File: config.mk
export PLATFORM = sky130hd
export DESIGN_NAME = periodic_task_timer_table_flat
export DESIGN_NICKNAME = d
export VERILOG_FILES = /design/src/rtl/core/perttc_pkg.sv /design/src/rtl/core/perttc_in_if.sv /design/src/rtl/core/perttc_out_if.sv /design/src/rtl/core/perttc_cell.sv /design/src/rtl/core/periodic_task_timer_table.sv /design/src/flat_wrapper.sv
export SDC_FILE = /design/constraint.sdc
export NUM_CORES = 2
export LEC_CHECK = 0
export BUFFER_PORTS_ARGS = -buffer_cell sky130_fd_sc_hd__clkbuf_2
export CAP_MARGIN = 0
export CORE_MARGIN = 4
export CORE_UTILIZATION = 62
export CTS_CLUSTER_DIAMETER = 40
export DETAILED_ROUTE_END_ITERATION = 7
export PLACE_DENSITY = 0.9
export SLEW_MARGIN = 25
export SYNTH_ARGS = -nofsm -noshare
export SYNTH_HDL_FRONTEND = slang
export SYNTH_SLANG_ARGS = --single-unit
export TNS_END_PERCENT = 30
File: constraint.sdc
create_clock -name clk_i -period 6.99 [get_ports clk_i]
set_input_delay 0.699 -clock clk_i [delete_from_list [all_inputs] [get_ports clk_i]]
set_output_delay 0.699 -clock clk_i [all_outputs]
set_load 0.1 [all_outputs]
File: src/rtl/core/perttc_pkg.sv
// Shared types, constants and helpers for the periodic task timer table.
`timescale 1ns / 1ps

package perttc_pkg;

  localparam int unsigned SLOTS  = 8;
  localparam int unsigned IDX_W  = (SLOTS > 1) ? $clog2(SLOTS) : 1;
  localparam int unsigned MAXRES = 8;
  localparam int unsigned REP_W  = $clog2(MAXRES + 1);

  localparam logic [6:0]  FRAC_FULL = 7'd100;
  localparam logic [31:0] TIME_MAX  = 32'hFFFF_FFFF;

  typedef enum logic [1:0] {
    MODE_TICK   = 2'd0,
    MODE_REG    = 2'd1,
    MODE_REMOVE = 2'd2,
    MODE_NONE   = 2'd3
  } mode_e;

  typedef enum logic [2:0] {
    KIND_IDLE   = 3'd0,
    KIND_FIRED  = 3'd1,
    KIND_REG    = 3'd2,
    KIND_FULL   = 3'd3,
    KIND_REMOVE = 3'd4
  } kind_e;

  typedef struct packed {
    logic [1:0]  mode;
    logic [31:0] period_ticks;
    logic [6:0]  fraction_hundredths;
    logic        single_shot;
    logic [7:0]  slot_select;
  } in_item_t;

  typedef struct packed {
    logic [2:0] kind;
    logic [2:0] slot_index;
    logic       time_wrapped;
    logic       last;
  } out_item_t;

  // Scan token travelling down the chain; open means no slot claimed yet.
  typedef struct packed {
    logic valid;
    logic open;
  } token_t;

  // Settings of a slot being registered.
  typedef struct packed {
    logic [31:0] period;
    logic [6:0]  fraction;
    logic        once;
  } claim_t;

  // Slot index masked to the three bits of the result field.
  function automatic logic [2:0] idx_to_slot(input logic [IDX_W-1:0] idx);
    logic [IDX_W+2:0] wide;
    wide = {3'b000, idx};
    return wide[2:0];
  endfunction

endpackage

File: src/rtl/core/perttc_in_if.sv
// Input channel: valid/ready handshake carrying one command item.
`timescale 1ns / 1ps

interface perttc_in_if
  import perttc_pkg::*;
();
  logic     valid;
  logic     ready;
  in_item_t data;

  modport source (output valid, output data, input ready);
  modport sink   (input valid, input data, output ready);
endinterface

File: src/rtl/core/perttc_out_if.sv
// Output channel: valid/ready handshake carrying one result item.
`timescale 1ns / 1ps

interface perttc_out_if
  import perttc_pkg::*;
();
  logic      valid;
  logic      ready;
  out_item_t data;

  modport source (output valid, output data, input ready);
  modport sink   (input valid, input data, output ready);
endinterface

File: src/rtl/core/perttc_cell.sv
// One timer slot of the chain: slot state plus the scan token stage.
`timescale 1ns / 1ps

module perttc_cell
  import perttc_pkg::*;
(
  input  logic        clk_i,
  input  logic        rst_ni,
  input  logic        adv_i,
  input  logic        op_tick_i,
  input  token_t      tok_i,
  output token_t      tok_o,
  input  logic [31:0] time_i,
  input  claim_t      claim_i,
  input  logic        rm_i,
  output logic        fired_o,
  output logic        claimed_o
);

  token_t      token_q;
  logic        used_q, used_d;
  logic        once_q;
  logic [31:0] period_q;
  logic [31:0] due_q;
  logic [6:0]  frac_q;
  logic [7:0]  accum_q;

  logic [7:0]  acc_sum;
  logic        acc_over;
  logic        act;

  assign act       = adv_i & token_q.valid;
  assign fired_o   = token_q.valid & op_tick_i & used_q & (due_q <= time_i);
  assign claimed_o = token_q.valid & ~op_tick_i & token_q.open & ~used_q;

  assign tok_o.valid = token_q.valid;
  assign tok_o.open  = token_q.open & ~claimed_o;

  assign acc_sum  = accum_q + {1'b0, frac_q};
  assign acc_over = acc_sum > {1'b0, FRAC_FULL};

  always_comb begin
    used_d = used_q;
    if (rm_i) begin
      used_d = 1'b0;
    end else if (act && fired_o && once_q) begin
      used_d = 1'b0;
    end else if (act && claimed_o) begin
      used_d = 1'b1;
    end
  end

  always_ff @(posedge clk_i or negedge rst_ni) begin
    if (!rst_ni) begin
      token_q <= '0;
      used_q  <= 1'b0;
    end else begin
      used_q <= used_d;
      if (adv_i) begin
        token_q <= tok_i;
      end
    end
  end

  always_ff @(posedge clk_i) begin
    if (act && fired_o && !once_q) begin
      due_q   <= due_q + period_q + {31'd0, acc_over};
      accum_q <= acc_over ? (acc_sum - {1'b0, FRAC_FULL}) : acc_sum;
    end else if (act && claimed_o) begin
      once_q   <= claim_i.once;
      period_q <= claim_i.period;
      frac_q   <= claim_i.fraction;
      accum_q  <= 8'd0;
      due_q    <= time_i + claim_i.period;
    end
  end

endmodule

File: src/rtl/core/periodic_task_timer_table.sv
// Top level of the periodic task timer table: sequencer, chain of slot cells, output stage.
`timescale 1ns / 1ps

// Channel  Port   Dir  Transfer content
// -------  -----  ---  ---------------------------------------------------------
// command  in_i   in   mode, period_ticks, fraction_hundredths, single_shot, slot_select
// result   out_o  out  kind, slot_index, time_wrapped, last
//
// A tick or register command runs a token down the chain of SLOTS cells, one cell per
// cycle while the result side is not stalled, then a flush step. Remove goes straight to
// the flush step after the transfer; an unused mode returns nothing.
// Reset clears the time counter, the slot used bits and all control; slot payload is
// written when a slot is claimed. A stalled result holds the scan in place.
// A fired slot's result is held back until the next one is taken, so the final result can carry last.

module periodic_task_timer_table
  import perttc_pkg::*;
(
  input  logic  clk_i,
  input  logic  rst_ni,
  perttc_in_if.sink    in_i,
  perttc_out_if.source out_o
);

  localparam logic [1:0] ST_IDLE  = 2'd0;
  localparam logic [1:0] ST_SCAN  = 2'd1;
  localparam logic [1:0] ST_FLUSH = 2'd2;

  logic [1:0]       state_q, state_d;
  logic [31:0]      time_q;
  logic             wrap_q;
  logic             op_tick_q;
  logic [IDX_W-1:0] idx_q;
  logic [REP_W-1:0] rep_q;
  claim_t           claim_q;

  out_item_t        pend_q;
  logic             pend_valid_q;

  logic             out_valid_q;
  out_item_t        out_data_q;

  logic             accept, step, inject, adv;
  logic             push;
  out_item_t        push_data;
  logic             take_new;
  out_item_t        new_item;
  logic [6:0]       frac_sat;

  token_t           tok_in  [SLOTS];
  token_t           tok_out [SLOTS];
  logic [SLOTS-1:0] fired, claimed;
  logic             fire_any, claim_any;

  assign in_i.ready  = (state_q == ST_IDLE);
  assign accept      = in_i.valid & in_i.ready;
  assign step        = ~out_valid_q | out_o.ready;
  assign inject      = accept &
                       ((in_i.data.mode == MODE_TICK) || (in_i.data.mode == MODE_REG));
  assign adv         = inject | ((state_q == ST_SCAN) & step);

  assign out_o.valid = out_valid_q;
  assign out_o.data  = out_data_q;

  assign frac_sat = (in_i.data.fraction_hundredths > FRAC_FULL) ?
                    FRAC_FULL : in_i.data.fraction_hundredths;

  // Cell chain: the token enters at slot 0 and moves one cell per scan step.
  assign tok_in[0] = '{valid: inject, open: inject};

  for (genvar g = 0; g < SLOTS; g++) begin : g_cell
    if (g > 0) begin : g_link
      assign tok_in[g] = tok_out[g-1];
    end
    perttc_cell u_cell (
      .clk_i     (clk_i),
      .rst_ni    (rst_ni),
      .adv_i     (adv),
      .op_tick_i (op_tick_q),
      .tok_i     (tok_in[g]),
      .tok_o     (tok_out[g]),
      .time_i    (time_q),
      .claim_i   (claim_q),
      .rm_i      (accept && (in_i.data.mode == MODE_REMOVE) &&
                  (in_i.data.slot_select == 8'(g))),
      .fired_o   (fired[g]),
      .claimed_o (claimed[g])
    );
  end

  assign fire_any  = |fired;
  assign claim_any = |claimed;

  // Result of the cell holding the token; capped at MAXRES reported firings.
  always_comb begin
    take_new = 1'b0;
    new_item = '0;
    if (op_tick_q) begin
      take_new = fire_any && (rep_q < REP_W'(MAXRES));
      new_item = '{kind: KIND_FIRED, slot_index: idx_to_slot(idx_q),
                   time_wrapped: wrap_q, last: 1'b0};
    end else begin
      take_new = claim_any;
      new_item = '{kind: KIND_REG, slot_index: idx_to_slot(idx_q),
                   time_wrapped: 1'b0, last: 1'b0};
    end
  end

  always_comb begin
    state_d   = state_q;
    push      = 1'b0;
    push_data = pend_q;
    unique case (state_q)
      ST_IDLE: begin
        if (accept) begin
          priority case (in_i.data.mode)
            MODE_TICK, MODE_REG: state_d = ST_SCAN;
            MODE_REMOVE:         state_d = ST_FLUSH;
            default:             state_d = ST_IDLE;
          endcase
        end
      end
      ST_SCAN: begin
        if (step) begin
          push = take_new & pend_valid_q;
          if (tok_out[SLOTS-1].valid) begin
            state_d = ST_FLUSH;
          end
        end
      end
      ST_FLUSH: begin
        if (step) begin
          push = 1'b1;
          if (pend_valid_q) begin
            push_data      = pend_q;
            push_data.last = 1'b1;
          end else begin
            push_data = '{kind: op_tick_q ? KIND_IDLE : KIND_FULL, slot_index: 3'd0,
                          time_wrapped: wrap_q, last: 1'b1};
          end
          state_d = ST_IDLE;
        end
      end
      default: state_d = ST_IDLE;
    endcase
  end

  always_ff @(posedge clk_i or negedge rst_ni) begin
    if (!rst_ni) begin
      state_q      <= ST_IDLE;
      time_q       <= 32'd0;
      wrap_q       <= 1'b0;
      op_tick_q    <= 1'b0;
      idx_q        <= '0;
      rep_q        <= '0;
      pend_valid_q <= 1'b0;
      out_valid_q  <= 1'b0;
    end else begin
      state_q <= state_d;

      if (push) begin
        out_valid_q <= 1'b1;
      end else if (out_o.ready) begin
        out_valid_q <= 1'b0;
      end

      if (accept) begin
        idx_q <= '0;
        rep_q <= '0;
        unique case (in_i.data.mode)
          MODE_TICK: begin
            time_q       <= time_q + 32'd1;
            wrap_q       <= (time_q == TIME_MAX);
            op_tick_q    <= 1'b1;
            pend_valid_q <= 1'b0;
          end
          MODE_REG: begin
            wrap_q       <= 1'b0;
            op_tick_q    <= 1'b0;
            pend_valid_q <= 1'b0;
          end
          MODE_REMOVE: begin
            wrap_q       <= 1'b0;
            pend_valid_q <= 1'b1;
          end
          MODE_NONE: begin
            pend_valid_q <= 1'b0;
          end
          default: pend_valid_q <= 1'b0;
        endcase
      end else if (state_q == ST_SCAN && step) begin
        idx_q <= idx_q + IDX_W'(1);
        if (take_new) begin
          pend_valid_q <= 1'b1;
          if (op_tick_q) begin
            rep_q <= rep_q + REP_W'(1);
          end
        end
      end else if (state_q == ST_FLUSH && step) begin
        pend_valid_q <= 1'b0;
      end
    end
  end

  // Payload registers
  always_ff @(posedge clk_i) begin
    if (push) begin
      out_data_q <= push_data;
    end
    if (accept && in_i.data.mode == MODE_REG) begin
      claim_q.period   <= in_i.data.period_ticks;
      claim_q.fraction <= frac_sat;
      claim_q.once     <= in_i.data.single_shot;
    end
    if (accept && in_i.data.mode == MODE_REMOVE) begin
      pend_q <= '{kind: KIND_REMOVE, slot_index: 3'd0, time_wrapped: 1'b0, last: 1'b0};
    end else if (state_q == ST_SCAN && step && take_new) begin
      pend_q <= new_item;
    end
  end

endmodule

File: src/flat_wrapper.sv
// flat-port wrapper written by rule: the top's interface ports become plain ports
module periodic_task_timer_table_flat import perttc_pkg::*;
  (clk_i, rst_ni, in_i_valid, in_i_data, in_i_ready, out_o_valid, out_o_data, out_o_ready);
  perttc_in_if in_i_i ();
  perttc_out_if out_o_i ();
  input  logic clk_i;
  input  logic rst_ni;
  input wire logic [$bits(in_i_i.valid)-1:0] in_i_valid;
  input wire logic [$bits(in_i_i.data)-1:0] in_i_data;
  output wire logic [$bits(in_i_i.ready)-1:0] in_i_ready;
  output wire logic [$bits(out_o_i.valid)-1:0] out_o_valid;
  output wire logic [$bits(out_o_i.data)-1:0] out_o_data;
  input wire logic [$bits(out_o_i.ready)-1:0] out_o_ready;
  assign in_i_i.valid = in_i_valid;
  assign in_i_i.data = in_i_data;
  assign in_i_ready = in_i_i.ready;
  assign out_o_valid = out_o_i.valid;
  assign out_o_data = out_o_i.data;
  assign out_o_i.ready = out_o_ready;
  periodic_task_timer_table u_core (.clk_i(clk_i), .rst_ni(rst_ni), .in_i(in_i_i), .out_o(out_o_i));
endmodule
==> results.ini <==
[status]
run_status=completed

[sta]
drv_slew=0
finalCriticalPeriod_ns=6.36
setup_tns_ns=0
fmax_ghz=0.157
fin_crit_sh=0.910
skew_ns=0.0300
rsz0062_at_grt=false
worst_pin_slew_ns=1.19
relSlewSlack=0.210
whs_ns=0.204
setup_violations=0
hold_viol=0

[yosys]
synth_top_family_by_area=compound AO/OA/AOI/OAI gates
yosysWarningCount=0
synth_seq_cells=763
synth_fp_nets=5206
yosysUniqueCellTypes=93
synth-simple-area-share=0.109
syn_area_per_cell_um2=10.9
synthXorXnorAreaFrac=0.0599
synth_area_mm2=0.0492
synthMuxAreaShare=0.0149
synth_top_area_cell=edfxtp_1
synth_edf_count=688
netlist_top_cells_area=edfxtp_1 (42%), ha_1 (16%), xnor2_1 (3.9%)
yosys.area_share.adder=0.165
synth_flop_cell=edfxtp_1
synthCells=4517
synth_top_area_frac=0.420
synth_compound_area_frac=0.170
yosysSeqAreaShare=0.458
async_flop_share=0.0891

[flow_run]
drv_cap=0

[finish]
fin_nets=5338
layout.cells.non_filler=5784
final_cell_mix=edfxtp_1 (688), ha_1 (610), a21oi_1 (362), o21ai_0 (347), nand2_1 (334)
n_fill_cell=5085
drive_above_1_share=0.0835
final_common_cell=edfxtp_1
synthToLayoutAreaGrowth_pct=11.2
fin_util=0.701

[clock_tree]
cts_tree=built
cts-htree-levels=3
clkSinkCount=763
cts-root-buf=clkbuf_16
cts.path.max_buffers=3
post_cts_resized=0
clk_pin_slew_ns=0.06
cts_buffers=108
clk_latency_ns=0.68

[critical_path]
max_stage_delay_ns=0.66
path_class=reg -> reg
critPathLaunchType=flop
crit_path_max_fanout=7
crit_slowest_cell=o31ai_1
crit_arrival_ns=6.73
cp_data_required_time_ns=7.36
worstSetupEndpointType=flop

[floorplanning]
initial_utilization=0.630
die_area_mm2=0.0839
io_pins=64
die_w_um=290
row_count=102
core-area_mm2=0.0780
die_y_um=290

[worst_hold_path]
holdCritPathClass=in -> reg

[placement]
dp.cells=5577
gp_congestion=0.986
io_buffers=63
detailed_place_hpwl_um=97500

[drt]
antenna_left=0
num_vias=38600
viasPerCell=6.67
drc=0
first_pass_iters=6
drt_iter0_drc=4316
wl_um=137000
wire_per_inst_um=23.7

[global_route]
grt_max_degree=69
overflow=0
track_usage=0.323
antenna_found_initial=2
grt_pass1_wl_um=210000
grt_pass1_vias=38900

[power_and_ir_drop]
leakage_uw=0.0225
ir_drop_mv=0.324
power.density_mw_per_mm2=250

==> final timing paths <==
check	slack [ns]	from	to	cells after the start
max reg2reg	0.63	u_core.g_cell[3].u_cell.frac_q[0]	u_core.g_cell[3].u_cell.due_q[24]	25
min	0.20	in_i_data[16]	u_core.claim_q[8]	1
min reg2reg	0.45	u_core.pend_q[7]	u_core.pend_q[7]	1
max in group asynchronous	5.94	rst_ni	u_core.g_cell[2].u_cell.tok_o[1]	3
max	0.63	u_core.g_cell[3].u_cell.frac_q[0]	u_core.g_cell[3].u_cell.due_q[24]	25
min in group asynchronous	0.47	rst_ni	u_core.idx_q[2]	2
==> layer usage <==
metal,GRT usage,routed length (um),up-vias
met5,0,0,-
met4,0.184,8430,0
met3,0.0557,14000,482
met2,0.522,62600,2330
met1,0.414,52000,18400
li1,-,-,17300
==> state kept, by name (all words and copies together), names as in the netlist, 2 cells and up <==
name                           cells
u_core.claim_q                    40
u_core.g_cell.u_cell.accum_q      64
u_core.g_cell.u_cell.due_q       256
u_core.g_cell.u_cell.frac_q       56
u_core.g_cell.u_cell.once_q        8
u_core.g_cell.u_cell.period_q    256
u_core.g_cell.u_cell.tok_o         7
u_core.g_cell.u_cell.token_q       8
u_core.g_cell.u_cell.used_q        8
u_core.idx_q                       3
u_core.out_o.data                  8
u_core.pend_q                      7
u_core.rep_q                       4
u_core.state_q                     2
u_core.time_q                     32
==> repair_timing <==
item / in CTS / in global routing
endpoints found under the setup margin: 0 / 0
hold buffers: 0 / 1
buffers inserted: 0 / 0
endpoints found under the hold margin: 0 / 18
==> cell type report <==
type	instances	area (um^2)	share of cell area
multi-input cells	3468	25800	0.472
flip-flops and latches	763	22500	0.412
clock buffers	122	2830	0.0517
well taps	1040	1300	0.0238
clock inverters	81	818	0.0150
inverters	206	773	0.0141
repair buffers	102	646	0.0118
diodes	2	5.00	0.0000916
==> critical path, delay by kind of cell (launching register included) <==
family,cells,cell delay (ns)
AO/OA/AOI/OAI,11,2.85
adder cells (fa/ha/maj),4,1.41
AND/OR/NAND/NOR,5,0.74
buffers and inverters,3,0.38
flip-flops,1,0.36
XOR/XNOR,2,0.31
==> through the flow <==
step	worst slack [ns]	power, uW	cell area, um^2
final	0.630	13600	54700
after global routing	0.195	14100	54700
after CTS	0.815	13500	54600
after detailed placement	0.996	8050	50900
after global placement	1.21	7910	50800
after floorplan	0.341	7270	49200
==> Yosys cell counts (all sizes together), types with 39 or more instances <==
| library cell | count |
|---|---|
| edfxtp | 688 |
| ha | 610 |
| a21oi | 364 |
| o21ai | 351 |
| nand2 | 336 |
| a21o | 244 |
| nor2 | 239 |
| xnor2 | 219 |
| inv | 205 |
| xor2 | 117 |
| nand4 | 85 |
| nand3 | 80 |
| clkbuf | 72 |
| o21a | 72 |
| dfrtp | 68 |
| nor2b | 57 |
| nand2b | 56 |
| mux2i | 53 |
| nor3 | 53 |
| o21bai | 53 |
| or3 | 39 |
==> power by group <==
part           internal [uW]  leakage (uW)  switching (uW)  total [uW]
clock network           3320       0.00176            2210        5530
registers               5350       0.00712             269        5620
logic                    866        0.0136            1620        2490
total                   9540        0.0225            4100       13600
==> logic make-up after synthesis <==
kind of cell / count (synthesis)
AO/OA/AOI/OAI: 1327
XOR/XNOR: 336
adder cells (fa/ha/maj): 635
buffers and inverters: 286
flip-flops: 763
multiplexers: 71
AND/OR/NAND/NOR: 1099
Note: power is estimated with default switching activity, not from simulation.
